File: config.mk
export PLATFORM = sky130hd
export DESIGN_NAME = sync_framed_message_parser
export DESIGN_NICKNAME = d
export VERILOG_FILES = /design/src/rtl/smp_pkg.sv /design/src/rtl/smp_payload_ram.sv /design/src/rtl/sync_framed_message_parser.sv
export SDC_FILE = /design/constraint.sdc
export NUM_CORES = 2
export LEC_CHECK = 0
export BUFFER_PORTS_ARGS = -buffer_cell sky130_fd_sc_hd__buf_2
export CAP_MARGIN = 30
export CORE_MARGIN = 10
export CORE_UTILIZATION = 50
export DETAILED_ROUTE_END_ITERATION = 10
export GPL_ROUTABILITY_DRIVEN = 0
export PLACE_DENSITY = 0.77
export SKIP_CTS_REPAIR_TIMING = 1
export SLEW_MARGIN = 30
export SYNTH_ARGS = -nofsm -noshare
export SYNTH_HDL_FRONTEND = slang
export SYNTH_SLANG_ARGS = --single-unit
File: constraint.sdc
create_clock -name clk_i -period 8.55 [get_ports clk_i]
set_clock_uncertainty 0.2 [all_clocks]
set_input_delay 1.2825 -clock clk_i [delete_from_list [all_inputs] [get_ports clk_i]]
set_output_delay 1.2825 -clock clk_i [all_outputs]
set_load 0.02 [all_outputs]
File: src/rtl/smp_pkg.sv
// Shared types and constants for the framed message parser.
// No dependencies; imported by smp_payload_ram and sync_framed_message_parser.
package smp_pkg;

  localparam int unsigned MaxPayload = 255;
  localparam int unsigned AddrW      = 8;

  localparam logic [15:0]      MaxPayloadLen = 16'(MaxPayload);
  localparam logic [AddrW-1:0] MaxPayloadIdx = AddrW'(MaxPayload);
  localparam logic [7:0]       PosSat        = 8'hFF;

  localparam logic [7:0] SyncFirstRst  = 8'hB5;
  localparam logic [7:0] SyncSecondRst = 8'h62;
  localparam logic [7:0] MaxLengthRst  = 8'd255;

  typedef enum logic [1:0] {
    OpRxByte  = 2'd0,
    OpRead    = 2'd1,
    OpRelease = 2'd2
  } op_e;

  typedef enum logic [1:0] {
    CfgSyncFirst  = 2'd0,
    CfgSyncSecond = 2'd1,
    CfgMaxLength  = 2'd2
  } cfg_e;

  typedef enum logic [8:0] {
    PhHunt    = 9'b000000001,
    PhSync1   = 9'b000000010,
    PhClass   = 9'b000000100,
    PhIdent   = 9'b000001000,
    PhLenLo   = 9'b000010000,
    PhLenHi   = 9'b000100000,
    PhPayload = 9'b001000000,
    PhCkA     = 9'b010000000,
    PhCkB     = 9'b100000000
  } phase_e;

  typedef struct packed {
    logic [1:0] op;
    logic [7:0] rx_byte;
    logic [7:0] read_index;
  } smp_in_t;

  typedef struct packed {
    logic       frame_ready;
    logic       frame_done;
    logic       frame_error;
    logic [7:0] frame_class;
    logic [7:0] msg_ident;
    logic [7:0] payload_length;
    logic [7:0] read_data;
    logic [7:0] error_count;
  } smp_out_t;

endpackage

File: src/rtl/smp_payload_ram.sv
// Payload store: one write port, one registered read port with
// write-to-read forwarding. Depends on smp_pkg.
module smp_payload_ram (
  input  logic                    clk_i,
  input  logic                    wr_en_i,
  input  logic [smp_pkg::AddrW-1:0] wr_addr_i,
  input  logic [7:0]              wr_data_i,
  input  logic                    rd_en_i,
  input  logic [smp_pkg::AddrW-1:0] rd_addr_i,
  output logic [7:0]              rd_data_o
);
  import smp_pkg::*;

  logic [7:0] mem_q [MaxPayload];
  logic [7:0] rd_data_q;

  always_ff @(posedge clk_i) begin
    if (wr_en_i) begin
      mem_q[wr_addr_i] <= wr_data_i;
    end
  end

  // a read issued in the same cycle as a write to that entry sees the new byte
  always_ff @(posedge clk_i) begin
    if (rd_en_i) begin
      if (wr_en_i && (wr_addr_i == rd_addr_i)) begin
        rd_data_q <= wr_data_i;
      end else begin
        rd_data_q <= mem_q[rd_addr_i];
      end
    end
  end

  assign rd_data_o = rd_data_q;

endmodule

File: src/rtl/sync_framed_message_parser.sv
// Top level of the framed message parser: request register, frame state
// machine, result register. Depends on smp_pkg and smp_payload_ram.

// One request enters per clock cycle while in_stall_o is low; its result passes
// through the request register, then the result register. While a result waits,
// the block takes one more request into the request register and then stalls.
// Each request is a received line byte (op 0), a read of a stored payload byte
// (op 1) or a release of the held message (op 2); every request returns one
// result carrying the held message header, status flags and the error count.
// The payload memory read port is registered and is addressed when the request
// is accepted. Memory contents are not cleared at reset; reading an entry that
// no frame has written returns an unspecified byte. Configuration writes are
// always ready and must only be issued while the block is idle.
module sync_framed_message_parser (
  input  logic               clk_i,
  input  logic               rst_ni,
  input  logic               in_valid_i,
  output logic               in_stall_o,
  input  smp_pkg::smp_in_t   in_data_i,
  output logic               out_valid_o,
  input  logic               out_stall_i,
  output smp_pkg::smp_out_t  out_data_o,
  input  logic               cfg_valid_i,
  output logic               cfg_ready_o,
  input  logic [1:0]         cfg_index_i,
  input  logic [7:0]         cfg_data_i
);
  import smp_pkg::*;

  // configuration
  logic [7:0] sync_first_q, sync_second_q, max_length_q;

  // pipeline control
  logic    req_valid_q, out_valid_q;
  smp_in_t req_q;
  smp_out_t out_q, out_d;
  logic    in_acc, adv;

  // frame state
  phase_e      phase_q, phase_d;
  logic [7:0]  sum_a_q, sum_a_d, sum_b_q, sum_b_d;
  logic [7:0]  class_q, class_d, ident_q, ident_d;
  logic [15:0] len_q, len_d;
  logic [7:0]  pos_q, pos_d;
  logic        ready_q, ready_d;
  logic [7:0]  err_q, err_d;

  logic        done, fail;
  logic        wr_en;
  logic [7:0]  rd_data, read_data;
  logic [7:0]  c, pos_inc;
  logic [15:0] len_full;

  assign cfg_ready_o = 1'b1;

  always_ff @(posedge clk_i or negedge rst_ni) begin
    if (!rst_ni) begin
      sync_first_q  <= SyncFirstRst;
      sync_second_q <= SyncSecondRst;
      max_length_q  <= MaxLengthRst;
    end else if (cfg_valid_i) begin
      case (cfg_index_i)
        CfgSyncFirst:  sync_first_q  <= cfg_data_i;
        CfgSyncSecond: sync_second_q <= cfg_data_i;
        CfgMaxLength:  max_length_q  <= cfg_data_i;
        default: ;
      endcase
    end
  end

  // the request stage advances whenever the result register is free or draining
  assign adv        = req_valid_q && (!out_valid_q || !out_stall_i);
  assign in_stall_o = req_valid_q && !(!out_valid_q || !out_stall_i);
  assign in_acc     = in_valid_i && !in_stall_o;

  always_ff @(posedge clk_i or negedge rst_ni) begin
    if (!rst_ni) begin
      req_valid_q <= 1'b0;
      out_valid_q <= 1'b0;
    end else begin
      if (in_acc) begin
        req_valid_q <= 1'b1;
      end else if (adv) begin
        req_valid_q <= 1'b0;
      end
      if (adv) begin
        out_valid_q <= 1'b1;
      end else if (!out_stall_i) begin
        out_valid_q <= 1'b0;
      end
    end
  end

  always_ff @(posedge clk_i) begin
    if (in_acc) begin
      req_q <= in_data_i;
    end
    if (adv) begin
      out_q <= out_d;
    end
  end

  smp_payload_ram u_ram (
    .clk_i     (clk_i),
    .wr_en_i   (wr_en),
    .wr_addr_i (pos_q),
    .wr_data_i (c),
    .rd_en_i   (in_acc),
    .rd_addr_i (in_data_i.read_index),
    .rd_data_o (rd_data)
  );

  assign c        = req_q.rx_byte;
  assign pos_inc  = (pos_q < PosSat) ? pos_q + 8'd1 : pos_q;
  assign len_full = {c, len_q[7:0]};

  always_comb begin
    phase_d   = phase_q;
    sum_a_d   = sum_a_q;
    sum_b_d   = sum_b_q;
    class_d   = class_q;
    ident_d   = ident_q;
    len_d     = len_q;
    pos_d     = pos_q;
    ready_d   = ready_q;
    err_d     = err_q;
    done      = 1'b0;
    fail      = 1'b0;
    wr_en     = 1'b0;
    read_data = 8'd0;

    case (req_q.op)
      OpRxByte: begin
        // checksum covers class through payload
        if (phase_q == PhClass || phase_q == PhIdent || phase_q == PhLenLo ||
            phase_q == PhLenHi || phase_q == PhPayload) begin
          sum_a_d = sum_a_q + c;
          sum_b_d = sum_b_q + sum_a_q + c;
        end
        case (phase_q)
          PhHunt: begin
            if (c == sync_first_q) phase_d = PhSync1;
          end
          PhSync1: begin
            if (c != sync_second_q) begin
              fail = 1'b1;
            end else begin
              sum_a_d = 8'd0;
              sum_b_d = 8'd0;
              phase_d = PhClass;
            end
          end
          PhClass: begin
            // a held message blocks the next frame
            if (ready_q) begin
              fail = 1'b1;
            end else begin
              class_d = c;
              phase_d = PhIdent;
            end
          end
          PhIdent: begin
            ident_d = c;
            phase_d = PhLenLo;
          end
          PhLenLo: begin
            len_d   = {8'd0, c};
            phase_d = PhLenHi;
          end
          PhLenHi: begin
            len_d = len_full;
            if (len_full > {8'd0, max_length_q} || len_full > MaxPayloadLen) begin
              fail = 1'b1;
            end else begin
              pos_d   = 8'd0;
              phase_d = (len_full == 16'd0) ? PhCkA : PhPayload;
            end
          end
          PhPayload: begin
            // write only when the request actually moves on
            wr_en = adv && (pos_q < MaxPayloadIdx);
            pos_d = pos_inc;
            if ({8'd0, pos_inc} >= len_q) phase_d = PhCkA;
          end
          PhCkA: begin
            if (c != sum_a_q) fail = 1'b1;
            else phase_d = PhCkB;
          end
          PhCkB: begin
            if (c != sum_b_q) begin
              fail = 1'b1;
            end else begin
              ready_d = 1'b1;
              done    = 1'b1;
              phase_d = PhHunt;
            end
          end
          default: fail = 1'b1;
        endcase
        if (fail) begin
          err_d   = err_q + 8'd1;
          phase_d = PhHunt;
        end
      end
      OpRead: begin
        if ({8'd0, req_q.read_index} < len_q && req_q.read_index < MaxPayloadIdx) begin
          read_data = rd_data;
        end
      end
      OpRelease: ready_d = 1'b0;
      default: ;
    endcase
  end

  always_comb begin
    out_d.frame_ready    = ready_d;
    out_d.frame_done     = done;
    out_d.frame_error    = fail;
    out_d.frame_class    = class_d;
    out_d.msg_ident      = ident_d;
    out_d.payload_length = (len_d[15:8] != 8'd0) ? 8'hFF : len_d[7:0];
    out_d.read_data      = read_data;
    out_d.error_count    = err_d;
  end

  always_ff @(posedge clk_i or negedge rst_ni) begin
    if (!rst_ni) begin
      phase_q <= PhHunt;
      sum_a_q <= 8'd0;
      sum_b_q <= 8'd0;
      class_q <= 8'd0;
      ident_q <= 8'd0;
      len_q   <= 16'd0;
      pos_q   <= 8'd0;
      ready_q <= 1'b0;
      err_q   <= 8'd0;
    end else if (adv) begin
      phase_q <= phase_d;
      sum_a_q <= sum_a_d;
      sum_b_q <= sum_b_d;
      class_q <= class_d;
      ident_q <= ident_d;
      len_q   <= len_d;
      pos_q   <= pos_d;
      ready_q <= ready_d;
      err_q   <= err_d;
    end
  end

  assign out_valid_o = out_valid_q;
  assign out_data_o  = out_q;

endmodule

After elaboration in Yosys (flattened, before gate mapping)
Memory sizes are Yosys's and may differ from the RTL's. A register that Yosys moved wholly into a read port is not among the register bits. Index checks and enable logic that the tools add are counted. W data, S select, Z words.

Word-level logic and storage cells: 141. Bits in registers: 161. Output and inout bits: 46. Memories kept: 1. Bits in writable memories: 2040.

Memories: u_ram.mem_q (depth 255, width 8, read ports 1, clocked after memory_dff 1, write ports 1, RTL line smp_payload_ram.sv:14) `logic [7:0] mem_q [MaxPayload];`.

Reduce and logical (&&, ||, !) cells: 31. $add $sub $neg: 5. Equal/unequal tests: 26. Mux-type cells: 47. $lt $le $gt $ge: 6.

Operators with widths (number): $mux W8 (16); $pmux W9 S9 (1); $mux W9 (8); $pmux W16 S2 (1); $add A8 B8 Y8 (3); $ne A8 B8 Y1 (3); $mux W1 (17); $add A8 B1 Y8 const B (2); $ge A8 B16 Y1 (1); $gt A16 B8 Y1 (1); $gt A16 B8 Y1 const B (1); $logic_not A16 Y1 (1); $lt A8 B16 Y1 (1); $lt A8 B8 Y1 const B (2); $mux W16 (1); $pmux W8 S2 (1); $ne A3 B3 Y1 const B (4); $reduce_and A2 Y1 (6); $reduce_and A10 Y1 (1); $reduce_bool A10 Y1 (1); $eq A9 B1 Y1 const B (1); $eq A9 B2 Y1 const B (1); $eq A9 B3 Y1 const B (1); $eq A9 B4 Y1 const B (1); other kinds (22) (39).

Depth between registers and ports, before layout
Depth in word-level cells: 8. Mapped depth: 16. Depth with buffers taken out: 14.

Cells and area by module
From an unflattened synthesis, not the netlist that was laid out.

Cell total of the unflattened synthesis: 4536. Area, all modules: 88468.6 µm².

By module, submodules not included: smp_payload_ram (times used 1, cells an instance 3846, area an instance 80181.9 µm², seq. area each 61499.0 µm²); sync_framed_message_parser (times used 1, cells an instance 690, area an instance 8286.7 µm², seq. area each 4355.4 µm²).

Least setup slack after synthesis
Ideal clock, no wire load.

Path kind: register to register. Start point: register req_q, in the netlist c[1]. End point: register sum_b_q[7]. Library setup time: 0.138 ns. Path buffers: 0. Clock period less this slack: 6.305 ns. Arrival: 5.967 ns. Stages on the path, launching flop included: 12. Path slack: 2.245 ns. Cell sequence: edfxtp_1 > fa_1 > ha_1 > fa_1 > a21o_1 > a21oi_1 > o21bai_1 > a21oi_1 > xnor3_1 > a21o_1 > nand2_1 > o41ai_1.

Word-level cells in the longest chain between the ends: 4. Elaborated cells between the ends (all ways): 5. Classes of those cells: add/sub: 1; eq/ne: 1; mux: 3.

Ends and longest elaborated chain: start, declared (RTL line sync_framed_message_parser.sv:35) `smp_in_t req_q;`; start signal, assigned (RTL line sync_framed_message_parser.sv:96) `req_q <= in_data_i;`; $add A8 B8 Y8 (RTL line sync_framed_message_parser.sv:138) `sum_b_d = sum_b_q + sum_a_q + c;`; $mux W8 (RTL line sync_framed_message_parser.sv:135) `if (phase_q == PhClass || phase_q == PhIdent || phase_q == PhLenLo ||`; $mux W8 (RTL line sync_framed_message_parser.sv:145) `if (c != sync_second_q) begin`; $mux W8 (*) (RTL line sync_framed_message_parser.sv:140) `case (phase_q)`; end signal, assigned (RTL line sync_framed_message_parser.sv:240) `sum_b_q <= sum_b_d;`; end, declared (RTL line sync_framed_message_parser.sv:41) `logic [7:0] sum_a_q, sum_a_d, sum_b_q, sum_b_d;`.

Every way passes the cells marked *; elsewhere a longest branch is shown, timed or not. A chain may end at the register's enable or synchronous reset.

==> metrics.txt <==
Clk network pwr share=41.6%; Hold Fails Final Rpt=0; Die Wd=440 um; Die H=440 um; #FFs+latches synth=2209; Gate Count Post-Synth=4546; vias=48500; Setup Crit Path Kind=primary input to flip-flop; GRT Total Usage=25.2%; Reg clk slew, reported paths=0.06 ns; Final setup viols=0; Post-Route WL=247000 um; critical path launch point type=primary input; DR WL met3=34700 um; R2R Path Start=out_valid_o; Rel. slew slack=26.4%; CP Capture Type=flip-flop; Util after Layout=55.9%; Switching Share=22.2%; setup ws final=3.32 ns; Comb power frac=5.8%; Detailed Routing Iterations Pass 1=10; Initial Utilization=50.2%; Seq pwr share=52.6%; Synth-to-Final Area Change=11.4%; Row Count=154; internal power=17.7 mW; # DRC=0; Crit path required time=9.00 ns; net switching power=5.07 mW; first-pass GRT wire length=353000 um; DRT iter0 DRCs=8007; Worst-Skew Late Latency=0.87 ns; Critical Path AT=5.68 ns; routed length per placed instance=34.3 um; Post-synth EDFFs=2109; RSZ-0062 raised after global routing=false; wire length on met2=112000 um; Post-synth ARST share=4.53%; Worst R2R End=u_ram.mem_q[68][7]; non-filler cells, final=7199; uppermost routed layer=met5; post-synth net total=4629; vias in the first global route=47500; clock sink total=2209; Power, Total=22.8 mW; CTS tree=built; CTS root buffer=clkbuf_16; synth warn=0; Vias/cell=6.74; R2R depth=8; layout cells sized above 1=22.2%; VDD IR-drop max=0.000212 V; Port-buffer cells=77; die area=194000 um2; initial antenna violation count=11; Worst Tran Pin Value=1.10 ns; Remaining Overflow, GRT=0; core box area=176000 um2; MaxCap Viol Count=0; status=completed; io pins=79; HP Class=primary input to async pin; met1 WL=82700 um; peak fanout along the critical path=52; antenna viol nets, final=0; htree depth=4; fmax=191 MHz; main flop type after synthesis=edfxtp_1; crit share post-route=61.1%; pwr dens=232 nW/um2; pin count of the biggest net entering global routing=217; syn_area_per_cell=19.4 um2; sequential share of the synthesized area=74.7%; post-synthesis cell area=88200 um2; Clock Tree Buf Depth=3; Cell variety after synth=91; Max Slew Vio Count=0; DP Wirelength=145000 um; FF-to-FF setup slack=3.76 ns; DP Worst Slack=2.74 ns; CTS buffer count=208; Setup TNS=0 ns; Placed Cells=6801; Pleak=31.5 nW; Nets=4757; Tmin final=5.23 ns
## sequential cells by signal, summed over array words and instances, names as in the netlist, 8 cells and up
register,cells
sync_second_q,8
sum_b_q,8
u_ram.mem_q,2040
len_q,16
c,8
phase_q,9
u_ram.rd_data_o,8
pos_q,8
class_q,8
req_q,10
sync_first_q,8
max_length_q,8
ident_q,8
sum_a_q,8
out_data_o,43
err_q,8
## cell type report
type	instances	area [um2]
flip-flops and latches	2209	65900
fillers	12500	77500
well taps	2340	2930
clock buffers	251	5370
diodes	6	15.0
multi-input cells	2044	20900
inverters	34	128
repair buffers	177	1420
clock inverters	138	1660
## worst max-delay path by stage
stage	start	to	slack, ns	cells past startpoint
2_1_floorplan	c[1]	sum_b_q[7]	2.24	11
3_3_place_gp	in_data_i[0]	u_ram.rd_data_o[5]	2.61	9
3_5_place_dp	in_data_i[0]	u_ram.rd_data_o[5]	2.74	9
4_1_cts	in_data_i[0]	u_ram.rd_data_o[5]	3.57	9
5_1_grt	in_data_i[0]	u_ram.rd_data_o[5]	3.40	9
6_report	in_data_i[0]	u_ram.rd_data_o[5]	3.32	9
## power groups by stage
stage          Combinational (mW)  Clock, mW  Sequential (mW)
2_1_floorplan               0.667          0             12.4
3_3_place_gp                 1.25          0             12.2
3_5_place_dp                 1.27          0             12.2
4_1_cts                      1.28       9.51             12.0
5_1_grt                      1.36       9.94             12.0
6_report                     1.32       9.49             12.0
## layout by cell type (no fill, tap or decap), types with 35 or more instances in the layout
cell	n
mux4_2	478
clkbuf_1	43
dfrtp_1	83
clkinv_1	44
buf_2	71
clkbuf_16	208
mux2i_1	115
o21ai_0	77
clkinv_2	35
o22ai_1	51
a21oi_1	64
a22oi_1	50
ha_1	41
mux2_2	58
buf_4	80
nand3_1	51
nor3_1	46
nand2_1	219
edfxtp_1	2109
nor2_1	338
## cell usage after synthesis (16+ instances only)
cell      instances  area, um2
edfxtp_1       2109      63300
o211ai_1         16        120
inv_1            30        113
dfrtp_1          83       2080
nor2b_1          21        131
mux4_2          478      10800
buf_2            76        380
a22o_1           23        201
nor2_1          343       1290
o22ai_1          51        319
nor4_1           19        119
buf_6            19        214
buf_1            20       75.1
nand3_1          51        255
o21ai_0          77        385
buf_4            39        293
a21o_1           26        195
mux2i_1         115       1150
xnor2_1          30        263
o221ai_1         21        184
nor3_1           47        235
dfstp_2          17        447
mux2_2           58        653
ha_1             41        513
nand4_1          18        113
nand2b_1         19        119
a21oi_1          64        320
nand2_1         220        826
a22oi_1          50        375
xor2_1           34        298
clkbuf_1        104        390
## kinds of logic (layout without fill, tap and decap cells)
kind of cell,count (synthesis),in the layout,synth area share (%)
flip-flops,2209,2209,74.7
AND/OR/NAND/NOR,828,828,4.35
XOR/XNOR,65,65,0.661
adder cells (fa/ha/maj),50,50,0.786
multiplexers,657,657,14.3
buffers and inverters,293,600,1.70
other,1,7,0.00425
AO/OA/AOI/OAI,443,443,3.47
## routing by layer
metal | vias to the layer above | track usage (%)
met3 | 838 | 7.84
met2 | 4231 | 37.9
li1 | 18800 | -
met5 | - | 0
met1 | 24600 | 32.5
met4 | 10 | 14.6
## worst max-delay path: stages
cell	delay [ns]
buf_8	0.51
buf_4	0.71
nand2b_1	0.63
nor2_1	0.26
o31ai_1	0.10
o21ai_0	0.51
o21ai_0	0.20
a2111oi_1	0.99
o31a_1	0.36
## stage by stage
step	instance area, um2	hold WS (ns)
4_1_cts	98100	0.147
6_report	98200	0.181
2_1_floorplan	88200	0.240
3_3_place_gp	91000	0.253
3_5_place_dp	91100	0.260
5_1_grt	98200	0.191
Power figures use the tool's default switching activity.
